===== config.mk =====
export PLATFORM = sky130hd
export DESIGN_NAME = kruskal_min_spanning_tree_core
export DESIGN_NICKNAME = d
export VERILOG_FILES = /design/src/kmst_pkg.sv /design/src/kmst_datapath.sv /design/src/kmst_ctrl.sv /design/src/kruskal_min_spanning_tree_core.sv
export SDC_FILE = /design/constraint.sdc
export NUM_CORES = 2
export LEC_CHECK = 0
export ABC_CLOCK_PERIOD_IN_PS = 8100
export BUFFER_PORTS_ARGS = -buffer_cell sky130_fd_sc_hd__buf_2
export CORE_MARGIN = 2
export CORE_UTILIZATION = 64
export DETAILED_ROUTE_END_ITERATION = 10
export PLACE_DENSITY = 0.8
export SLEW_MARGIN = 20
export SYNTH_ARGS = -nofsm -noshare
export SYNTH_HDL_FRONTEND = slang
export SYNTH_SLANG_ARGS = --single-unit

===== constraint.sdc =====
create_clock -name i_clk -period 8.1 [get_ports i_clk]
set_input_delay 0.405 -clock i_clk [delete_from_list [all_inputs] [get_ports i_clk]]
set_output_delay 0.405 -clock i_clk [all_outputs]
set_load 0.01 [all_outputs]

===== src/kmst_pkg.sv =====
`timescale 1ns / 1ps
// ----------------------------------------------------------------------------
// kmst_pkg
// Shared types and constants of the minimum spanning tree core.
// ----------------------------------------------------------------------------
package kmst_pkg;

    localparam int MAX_EDGES    = 64;
    localparam int MAX_VERTICES = 16;
    localparam int EIDX_W       = $clog2(MAX_EDGES);
    localparam int ECNT_W       = $clog2(MAX_EDGES + 1);
    localparam int VTX_W        = 4;
    localparam int WGT_W        = 16;
    localparam int COST_W       = 20;
    localparam int EDGE_W       = 2 * VTX_W + WGT_W;
    localparam int MAX_TREE     = MAX_VERTICES - 1;

    // controller to datapath
    typedef struct packed {
        logic store;      // write input edge at count
        logic clr_parent; // mark all vertices as root
        logic rd_i;       // read edge at index i
        logic rd_j;       // read edge at index j-1 (sort compare)
        logic latch_key;  // key <- read data
        logic shift;      // mem[j] <- read data
        logic place;      // mem[j] <- key
        logic ld_edge;    // walk edge <- read data, roots start at endpoints
        logic find_step;  // one parent hop on both endpoints
        logic take;       // link roots, add cost, hold word, release previous
        logic empty_out;  // load empty-tree result
        logic set_last;   // release held word marked last
        logic finish;     // clear count and cost
    } t_cmd;

    // datapath to controller
    typedef struct packed {
        logic full;
        logic gt;        // weight(mem[j-1]) > weight(key)
        logic roots_done;
        logic same_root;
        logic vtx_bad;
        logic out_busy;
    } t_sts;

endpackage


===== src/kmst_datapath.sv =====
`timescale 1ns / 1ps
// ----------------------------------------------------------------------------
// kmst_datapath
// Edge memory, sort registers, union-find store, cost and output register.
// ----------------------------------------------------------------------------
module kmst_datapath
    import kmst_pkg::*;
(
    input  logic              i_clk,
    input  logic              i_rst_n,
    input  t_cmd              i_cmd,
    input  logic [EIDX_W-1:0] i_i,
    input  logic [EIDX_W-1:0] i_j,
    input  logic [VTX_W-1:0]  i_from,
    input  logic [VTX_W-1:0]  i_to,
    input  logic [WGT_W-1:0]  i_wgt,
    input  logic              i_out_ready,
    output t_sts              o_sts,
    output logic [ECNT_W-1:0] o_count,
    output logic              o_out_valid,
    output logic [31:0]       o_out_data,
    output logic              o_out_last
);

    logic [EDGE_W-1:0] r_mem [MAX_EDGES];
    logic [EDGE_W-1:0] r_rd;
    logic [EDGE_W-1:0] r_key;
    logic [ECNT_W-1:0] r_count;
    logic [VTX_W:0]    r_parent [MAX_VERTICES];
    logic [VTX_W-1:0]  r_ea, r_eb, r_ra, r_rb;
    logic [WGT_W-1:0]  r_ew;
    logic [COST_W-1:0] r_cost;
    logic              r_ov, r_olast;
    logic [31:0]       r_odata;
    logic              r_pv;
    logic [COST_W+2*VTX_W:0] r_pdata;
    logic [COST_W-1:0] n_cost;
    logic              w_ra_root, w_rb_root;

    // edge memory, one write and one registered read per cycle
    always_ff @(posedge i_clk) begin
        if (i_cmd.store && !o_sts.full) begin
            r_mem[r_count[EIDX_W-1:0]] <= {i_from, i_to, i_wgt};
        end else if (i_cmd.shift) begin
            r_mem[i_j] <= r_rd;
        end else if (i_cmd.place) begin
            r_mem[i_j] <= r_key;
        end
        if (i_cmd.rd_i) begin
            r_rd <= r_mem[i_i];
        end else if (i_cmd.rd_j) begin
            r_rd <= r_mem[i_j - 1'b1];
        end
    end

    assign w_ra_root = r_parent[r_ra][VTX_W];
    assign w_rb_root = r_parent[r_rb][VTX_W];
    assign n_cost    = r_cost + COST_W'(r_ew);

    // control registers and union-find
    // a tree word is held until the next take or the end of the walk,
    // so the final one can carry the last mark
    always_ff @(posedge i_clk) begin
        if (!i_rst_n) begin
            r_count <= '0;
            r_cost  <= '0;
            r_ov    <= 1'b0;
            r_pv    <= 1'b0;
            for (int k = 0; k < MAX_VERTICES; k++) r_parent[k] <= {1'b1, {VTX_W{1'b0}}};
        end else begin
            if (i_cmd.store && !o_sts.full) r_count <= r_count + 1'b1;
            if (i_cmd.clr_parent) begin
                for (int k = 0; k < MAX_VERTICES; k++)
                    r_parent[k] <= {1'b1, {VTX_W{1'b0}}};
            end
            if (i_cmd.take) begin
                r_parent[r_ra] <= {1'b0, r_rb};
                r_cost         <= n_cost;
                r_pv           <= 1'b1;
            end else if (i_cmd.set_last) begin
                r_pv <= 1'b0;
            end
            if ((i_cmd.take && r_pv) || i_cmd.set_last || i_cmd.empty_out) begin
                r_ov <= 1'b1;
            end else if (r_ov && i_out_ready) begin
                r_ov <= 1'b0;
            end
            if (i_cmd.finish) begin
                r_count <= '0;
                r_cost  <= '0;
            end
        end
    end

    // payload registers
    always_ff @(posedge i_clk) begin
        if (i_cmd.latch_key) r_key <= r_rd;
        if (i_cmd.ld_edge) begin
            r_ea <= r_rd[EDGE_W-1 -: VTX_W];
            r_eb <= r_rd[WGT_W +: VTX_W];
            r_ra <= r_rd[EDGE_W-1 -: VTX_W];
            r_rb <= r_rd[WGT_W +: VTX_W];
            r_ew <= r_rd[WGT_W-1:0];
        end else if (i_cmd.find_step) begin
            if (!w_ra_root) r_ra <= r_parent[r_ra][VTX_W-1:0];
            if (!w_rb_root) r_rb <= r_parent[r_rb][VTX_W-1:0];
        end
        if (i_cmd.take) r_pdata <= {n_cost, r_eb, r_ea, 1'b1};
        if (i_cmd.take && r_pv) begin
            r_odata <= {3'b000, r_pdata};
            r_olast <= 1'b0;
        end else if (i_cmd.empty_out) begin
            r_odata <= '0;
            r_olast <= 1'b1;
        end else if (i_cmd.set_last) begin
            r_odata <= {3'b000, r_pdata};
            r_olast <= 1'b1;
        end
    end

    assign o_sts.full       = (r_count == ECNT_W'(MAX_EDGES));
    assign o_sts.gt         = r_rd[WGT_W-1:0] > r_key[WGT_W-1:0];
    assign o_sts.roots_done = w_ra_root && w_rb_root;
    assign o_sts.same_root  = (r_ra == r_rb);
    assign o_sts.vtx_bad    = (32'(r_ea) >= MAX_VERTICES) || (32'(r_eb) >= MAX_VERTICES);
    assign o_sts.out_busy   = r_ov;
    assign o_count          = r_count;
    assign o_out_valid      = r_ov;
    assign o_out_data       = r_odata;
    assign o_out_last       = r_olast;

endmodule


===== src/kmst_ctrl.sv =====
`timescale 1ns / 1ps
// ----------------------------------------------------------------------------
// kmst_ctrl
// Sequencer: load, insertion sort, union-find walk, result hand-off.
// ----------------------------------------------------------------------------
module kmst_ctrl
    import kmst_pkg::*;
(
    input  logic              i_clk,
    input  logic              i_rst_n,
    input  logic              i_in_valid,
    input  logic              i_in_last,
    output logic              o_in_ready,
    input  logic              i_out_ready,
    input  t_sts              i_sts,
    input  logic [ECNT_W-1:0] i_count,
    output t_cmd              o_cmd,
    output logic [EIDX_W-1:0] o_i,
    output logic [EIDX_W-1:0] o_j
);

    typedef enum logic [3:0] {
        S_LOAD, S_SRD, S_SKEY, S_SCMP, S_SCHK, S_SPLACE,
        S_WRD, S_WLD, S_WFIND, S_WDEC, S_END, S_DRAIN
    } t_state;

    t_state            r_state, n_state;
    logic [ECNT_W-1:0] r_i, n_i;
    logic [EIDX_W-1:0] r_j, n_j;
    logic [VTX_W-1:0]  r_n, n_n;
    logic [VTX_W:0]    r_hops, n_hops;
    logic              w_free;
    t_cmd              c;

    assign w_free = !i_sts.out_busy || i_out_ready;

    // next state and commands
    always_comb begin
        c       = '0;
        n_state = r_state;
        n_i     = r_i;
        n_j     = r_j;
        n_n     = r_n;
        n_hops  = r_hops;
        case (r_state)
            S_LOAD: begin
                if (i_in_valid) begin
                    c.store = 1'b1;
                    if (i_in_last) begin
                        n_i     = ECNT_W'(1);
                        n_state = S_SRD;
                    end
                end
            end
            S_SRD: begin
                if (r_i >= i_count) begin
                    c.clr_parent = 1'b1;
                    n_i          = '0;
                    n_n          = '0;
                    n_state      = S_WRD;
                end else begin
                    c.rd_i  = 1'b1;
                    n_j     = r_i[EIDX_W-1:0];
                    n_state = S_SKEY;
                end
            end
            S_SKEY: begin
                c.latch_key = 1'b1;
                n_state     = S_SCHK;
            end
            S_SCHK: begin
                if (r_j == '0) n_state = S_SPLACE;
                else begin
                    c.rd_j  = 1'b1;
                    n_state = S_SCMP;
                end
            end
            S_SCMP: begin
                if (i_sts.gt) begin
                    c.shift = 1'b1;
                    n_j     = r_j - 1'b1;
                    n_state = S_SCHK;
                end else n_state = S_SPLACE;
            end
            S_SPLACE: begin
                c.place = 1'b1;
                n_i     = r_i + 1'b1;
                n_state = S_SRD;
            end
            S_WRD: begin
                if (r_i >= i_count || r_n == VTX_W'(MAX_TREE)) n_state = S_END;
                else begin
                    c.rd_i  = 1'b1;
                    n_state = S_WLD;
                end
            end
            S_WLD: begin
                c.ld_edge = 1'b1;
                n_hops    = '0;
                n_state   = S_WFIND;
            end
            S_WFIND: begin
                if (i_sts.vtx_bad) begin
                    n_i     = r_i + 1'b1;
                    n_state = S_WRD;
                end else if (!i_sts.roots_done && r_hops != (VTX_W+1)'(MAX_VERTICES)) begin
                    c.find_step = 1'b1;
                    n_hops      = r_hops + 1'b1;
                end else n_state = S_WDEC;
            end
            S_WDEC: begin
                if (i_sts.same_root) begin
                    n_i     = r_i + 1'b1;
                    n_state = S_WRD;
                end else if (w_free) begin
                    c.take  = 1'b1;
                    n_n     = r_n + 1'b1;
                    n_i     = r_i + 1'b1;
                    n_state = S_WRD;
                end
            end
            S_END: begin
                if (w_free) begin
                    if (r_n == '0) c.empty_out = 1'b1;
                    else c.set_last = 1'b1;
                    c.finish = 1'b1;
                    n_state  = S_DRAIN;
                end
            end
            S_DRAIN: begin
                if (!i_sts.out_busy || i_out_ready) n_state = S_LOAD;
            end
            default: n_state = S_LOAD;
        endcase
    end

    // state register
    always_ff @(posedge i_clk) begin
        if (!i_rst_n) begin
            r_state <= S_LOAD;
            r_i     <= '0;
            r_j     <= '0;
            r_n     <= '0;
            r_hops  <= '0;
        end else begin
            r_state <= n_state;
            r_i     <= n_i;
            r_j     <= n_j;
            r_n     <= n_n;
            r_hops  <= n_hops;
        end
    end

    assign o_cmd      = c;
    assign o_in_ready = (r_state == S_LOAD);
    assign o_i        = r_i[EIDX_W-1:0];
    assign o_j        = r_j;

    // index reads (sort and walk) never go beyond the stored edges
    a_rd_range: assert property (@(posedge i_clk) disable iff (!i_rst_n)
        c.rd_i |-> (ECNT_W'(r_i) < i_count)) else $error("read past edge count");
    // tree edge count bounded
    a_tree_max: assert property (@(posedge i_clk) disable iff (!i_rst_n)
        r_n <= VTX_W'(MAX_TREE)) else $error("too many tree edges");
    // input only taken while loading
    a_load_only: assert property (@(posedge i_clk) disable iff (!i_rst_n)
        c.store |-> (r_state == S_LOAD)) else $error("store outside load");
endmodule


===== src/kruskal_min_spanning_tree_core.sv =====
`timescale 1ns / 1ps
// ----------------------------------------------------------------------------
// kruskal_min_spanning_tree_core
// Minimum spanning tree over a loaded edge list.
// ----------------------------------------------------------------------------
// Edges are taken one word a cycle while loading. The last word starts the run:
// an in-place insertion sort over the edge memory (quadratic in edge count, one
// memory port), then a walk of the sorted list with a union-find search per edge.
// Each tree word is held until the next tree edge or the end of the walk, so it
// goes out one take late and the final one carries tlast. Input is refused from
// the last word until the final result is taken.
module kruskal_min_spanning_tree_core
    import kmst_pkg::*;
(
    input  logic        i_clk,
    input  logic        i_rst_n,
    input  logic        s_axis_tvalid,
    output logic        s_axis_tready,
    input  logic [23:0] s_axis_tdata,  // from_vertex[3:0], to_vertex[7:4], weight[23:8]
    input  logic        s_axis_tlast,  // last_edge
    output logic        m_axis_tvalid,
    input  logic        m_axis_tready,
    output logic [31:0] m_axis_tdata,  // has_edge[0], tree_from[4:1], tree_to[8:5],
                                       // total_cost[28:9], zero pad
    output logic        m_axis_tlast   // last_result
);

    t_cmd              w_cmd;
    t_sts              w_sts;
    logic [ECNT_W-1:0] w_count;
    logic [EIDX_W-1:0] w_i, w_j;

    kmst_ctrl u_ctrl (
        .i_clk      (i_clk),
        .i_rst_n    (i_rst_n),
        .i_in_valid (s_axis_tvalid),
        .i_in_last  (s_axis_tlast),
        .o_in_ready (s_axis_tready),
        .i_out_ready(m_axis_tready),
        .i_sts      (w_sts),
        .i_count    (w_count),
        .o_cmd      (w_cmd),
        .o_i        (w_i),
        .o_j        (w_j)
    );

    kmst_datapath u_dp (
        .i_clk      (i_clk),
        .i_rst_n    (i_rst_n),
        .i_cmd      (w_cmd),
        .i_i        (w_i),
        .i_j        (w_j),
        .i_from     (s_axis_tdata[3:0]),
        .i_to       (s_axis_tdata[7:4]),
        .i_wgt      (s_axis_tdata[23:8]),
        .i_out_ready(m_axis_tready),
        .o_sts      (w_sts),
        .o_count    (w_count),
        .o_out_valid(m_axis_tvalid),
        .o_out_data (m_axis_tdata),
        .o_out_last (m_axis_tlast)
    );

endmodule

After elaboration in Yosys (flattened, before gate mapping)
Memory sizes are Yosys's and may differ from the RTL's. A register that Yosys moved wholly into a read port is not among the register bits. Index checks and enable logic that the tools add are counted. Widths: inputs -> output; s select.

$add $sub $neg: 6. Magnitude comparators: 2. Equal/unequal tests: 29. Muxes and demuxes: 110. Bitwise logic cells: 18. Reduce and logical (&&, ||, !) cells: 35.

Operators with widths (number): $mux 24 (4); $mux 5 (18); $mux 29 (3); $mux 4 (20); $pmux 4 s12 (1); $mux 1 (45); $mux 7 (5); $mux 6 (5); $pmux 7 s4 (1); $reduce_or 24->1 (1); $add 20x16->20 (1); $eq 4x4->1 const B (5); $or 1x1->1 (17); $eq 4x3->1 const B (4); $gt 16x16->1 (1); $reduce_bool 2->1 (8); $add 7x1->7 const B (2); $ne 2x1->1 const B (7); $mux 3 (4); $ne 2x2->1 const B (6); $pmux 6 s2 (1); $pmux 5 s2 (1); $eq 4x2->1 const B (2); $logic_not 4->1 (2); 25 further kinds (36).

Register bits: 193. Memory bits (writable): 1616. Bits of input ports: 29. Output and inout port bits: 35. Logic and storage cells: 222. Memories kept: 2.

Memories: u_dp.r_mem (words 64, width 24, read ports 2, clocked after Yosys merged registers in 1, wr ports 1, RTL line kmst_datapath.sv:25) `logic [EDGE_W-1:0] r_mem [MAX_EDGES];`; u_dp.r_parent (words 16, width 5, read ports 2, clocked after Yosys merged registers in 2, wr ports 16, RTL line kmst_datapath.sv:29) `logic [VTX_W:0] r_parent [MAX_VERTICES];`.

Logic depth before layout (Yosys ltp)
Depth after elaboration: 10. Gate-level depth with buffers: 12. Mapped depth without buffers: 11.

Modules after synthesis
From an unflattened synthesis, not the netlist that was laid out.

Cells, all modules: 4427. Area, all modules: 84915.2 um2.

Modules (own cells, without submodules): kmst_datapath (instances 1, cells an instance 4158, area each 82897.0 um2, seq. area each 53241.1 um2); kmst_ctrl (instances 1, cells an instance 269, area each 2018.2 um2, seq. area each 520.5 um2).

Worst setup path before layout
No wires, ideal clock.

Path type: reg-to-reg. From: reg u_dp.r_rd[15]. To: mem u_dp.r_mem[0][10] (netlist bit), data pin. Setup time: 0.702 ns. Arrival time: 5.018 ns. Data required time: 7.398 ns. Slack: 2.381 ns. Cell stages (with the launch flop): 11. Buffers on the path: 1. Clock period less this slack: 5.719 ns. Path through: edfxtp_1 > ha_1 > and4_1 > nand4_1 > nor3_1 > o21ai_0 > a31oi_1 > nand2_1 > buf_1 > mux2i_1 > o21ai_0.

Longest elaborated chain between the ends: 9. Elaborated cells on any way between the ends: 13. Those cells by class: 1 x order compare; 10 x mux; 1 x bitwise; 1 x reduce/logical.

RTL lines: start, declared (RTL line kmst_datapath.sv:26) `logic [EDGE_W-1:0] r_rd;`; start signal, assigned (RTL line kmst_datapath.sv:50) `r_rd <= r_mem[i_i];`; start signal, assigned (RTL line kmst_datapath.sv:52) `r_rd <= r_mem[i_j - 1'b1];`; $gt 16x16->1 (*) (RTL line kmst_datapath.sv:122) `assign o_sts.gt = r_rd[WGT_W-1:0] > r_key[WGT_W-1:0];`; $mux 1 (*) (RTL line kmst_ctrl.sv:79) `if (i_sts.gt) begin`; $mux 1 (*) (RTL line kmst_ctrl.sv:45) `case (r_state)`; $mux 1 (RTL line kmst_datapath.sv:44) `end else if (i_cmd.shift) begin`; $mux 1 (RTL line kmst_datapath.sv:42) `if (i_cmd.store && !o_sts.full) begin`; $mux 1, on equally long branches (RTL line kmst_datapath.sv:45, kmst_datapath.sv:47); $or 1x1->1 (no source line); $reduce_or 24->1 (no source line); $mux 24 (no source line) (*); end, declared (RTL line kmst_datapath.sv:25).

Mark *: on every way between the ends. The rest lies on a longest branch, timed or not.

Worst setup path after layout
From: reg u_dp.r_rd[14]. To: mem u_dp.r_mem[36][8] (netlist bit) (enable).

Longest elaborated chain between the ends: 9. Elaborated cells on any way between the ends: 13. Those cells by class: 1 x order compare; 10 x mux; 1 x bitwise; 1 x reduce/logical.

RTL lines (RTL line): $gt 16x16->1 (*) (kmst_datapath.sv:122); $mux 1 (*) (kmst_ctrl.sv:79); $mux 1 (*) (kmst_ctrl.sv:45); $mux 1 (kmst_datapath.sv:44); $mux 1 (kmst_datapath.sv:42); $mux 1, on equally long branches (kmst_datapath.sv:45, kmst_datapath.sv:47); $or 1x1->1 (no source line) (*); $reduce_or 24->1 (no source line); $mux 6 (no source line) / $mux 1 (equally long branches).

Marks and branches as above.

==> results.yml <==
power:
  p_leak_nw: 28.5
  power_density_mw_per_mm2: 257
  irDropWorstVdd_v: 0.000241
floorplan:
  die_h_um: 367
  initial_core_util_pct: 64.3
  dieArea_sq_mm: 0.135
  core_area_sq_mm: 0.131
  row_count: 133
  die_w_um: 367
  io_pins: 64
drt:
  via_per_inst: 8.03
  ant_nets: 0
  wl_per_cell_um: 42.0
  wirelength_mm: 255
  met1_length_mm: 80.9
  num_vias: 48700
  drt-initial-drc-count: 9278
  first_pass_iters: 7
  routed.top_layer: "met5"
  wl_met3_mm: 40.1
  wl_met2_mm: 117
  drc: 0
timing:
  min_period_ns: 5.31
  period_share_pct: 65.6
  fin_setup_tns_ns: 0
  hold_viol: 0
  worstMarginPinSlew_ns: 1.33
  rsz0062_at_grt: "false"
  clock.fmax_mhz: 188
  maxSlewViolCount: 0
  fin_hold_ws_ns: 0.0514
  finalClockSkew_ns: 0.0400
  setup_viol: 0
  relSlewSlack_pct: 11.3
clock_tree:
  clkTransAtPathRegs_ns: 0.06
  insertion_delay_ns: 0.84
  cts_max_level: 4
  cts.path.max_buffers: 3
  cts_tree: "done"
  cts_setup_buffers: 0
  clock-sinks: 1823
  cts_root_buffer: "clkbuf_16"
  cts_buffers: 182
critical_path:
  crit_required_ns: 8.54
  worst-setup-path-type: "reg -> reg"
  cp.arrival_ns: 5.75
  crit_path_max_fanout: 32
  crit_path_end_kind: "flip-flop"
  start_kind: "flip-flop"
worst_hold_path:
  worstHoldPathType: "in -> reg"
cells_and_area:
  finish.utilization_pct: 71.6
  fill_cells: 7310
  drive_gt1_share_pct: 39.8
  area.growth.synth_to_final_pct: 11.3
  num-nets-final: 4232
run:
  cap_violations: 0
placed_design:
  hpwl_mm: 140
  numPortBuffers: 60
  gp_congestion: 0.891
status:
  status: "finished clean"
yosys:
  async_reset_ff_share_pct: 0
  synth_edf_count: 1737
  synth_common_cells: "edfxtp_1, mux4_2, clkbuf_1"
  yosysUniqueCellTypes: 65
  ys.flop_type: "edfxtp_1"
  ys_seq_elements: 1823
  yosys-top-cells-area: "edfxtp_1, mux4_2, dfxtp_1"
  netlist_area_sq_mm: 0.0844
  syn_inst: 4043
  synth_area_per_cell_sq_um: 20.9
  yosysTopAreaCell: "edfxtp_1"
  yosysTopAreaCellShare_pct: 61.8
  yosys_warnings: 0
  yosysMostFrequentCell: "edfxtp_1"
  synth.yosys.seq_area_share_pct: 63.9
global_routing:
  track_usage_pct: 38.6
  grt_max_degree: 158
  antenna_found_initial: 11
  gr-total-overflow: 0
  first_global_vias: 48200
  grt_pass1_wl_mm: 363
[critical path, stage by stage, from the launching register on]
cell      delay [ns]
edfxtp_1        0.68
ha_1            0.44
and4_1          0.20
nand4_1         0.18
nor3_1          0.20
o21ai_0         0.11
a31oi_1         0.17
buf_4           0.21
a21o_1          0.62
a22oi_2         0.21
buf_4           0.34
nor3_2          0.95
buf_4           0.56
[flip-flops by register name, summed over array words and instances, names as in the netlist, 16 cells and up, named ones only]
register and flops:
u_dp.o_out_data 29, u_dp.r_key 24, u_dp.r_parent 80, u_dp.r_ew 16, u_dp.r_pdata 28, u_dp.r_cost 20
u_dp.r_mem 1536, u_dp.r_rd 24
[per-stage QoR]
| step | cells | worst slack, ns | instance area (sq um) | power [mW] |
|---|---|---|---|---|
| global placement | 5713 | 2.70 | 87700 | 15.7 |
| CTS | 6059 | 2.69 | 93800 | 24.1 |
| global route | 6061 | 2.67 | 93800 | 24.6 |
| detailed placement | 5723 | 2.75 | 88000 | 15.8 |
| finish | 6066 | 2.79 | 93900 | 24.2 |
| floorplan | 4045 | 2.38 | 84400 | 14.4 |
[repair_timing]
action | CTS | global route
endpoints found under the hold margin | 6 | 0
resized for setup | 0 | 0
hold buffers | 1 | 0
[worst paths after layout]
kind / from / end / slack, ns / depth (start not counted)
worst min-delay path: m_axis_tready / u_dp.o_out_valid / 0.05 / 3
worst max register to register: u_dp.r_rd[14] / u_dp.r_mem[36][8] / 2.79 / 12
worst min register to register: u_dp.r_eb[0] / u_dp.r_pdata[5] / 0.42 / 0
worst max-delay path: u_dp.r_rd[14] / u_dp.r_mem[36][8] / 2.79 / 12
[cells in the final DEF, fill, tap and decap left out, drive strengths merged, types with 38 or more instances in the layout]
cell type,count
a21oi,54
o21ai,48
buf,226
clkbuf,232
nor3,52
ha,47
clkinv,70
and3,59
mux4,1056
mux2i,38
nand2,111
inv,54
mux2,42
and2,45
nor2,110
edfxtp,1737
dfxtp,86
[power by group]
part	internal, mW	total (mW)	switching, mW
sequential	10.8	11.1	0.232
clock	4.70	8.34	3.64
combinational	2.15	4.73	2.58
[logic make-up after synthesis]
kind of cell / Yosys count / synth area share, %
flip-flops: 1823 / 63.9
multiplexers: 1136 / 29.2
AND/OR/NAND/NOR: 463 / 2.71
buffers and inverters: 344 / 1.68
AO/OA/AOI/OAI: 189 / 1.41
adder cells (fa/ha/maj): 48 / 0.721
XOR/XNOR: 39 / 0.405
other: 1 / 0.00445
[layer usage]
metal	global-route usage, %	vias to the layer above
li1	-	17800
met1	51.1	25200
met2	57.0	4808
met3	13.8	923
met4	20.4	22
met5	0.677	-
[final cells by class]
type                    count  area, sq um  area share, %
diodes                      5         12.5         0.0133
clock buffers             232         4830           5.15
clock inverters           103          951           1.01
inverters                  43          161          0.172
multi-input cells        1878        29900           31.8
flip-flops and latches   1823        53900           57.4
well taps                1755         2200           2.34
repair buffers            227         1920           2.04
Power figures use the tool's default switching activity.
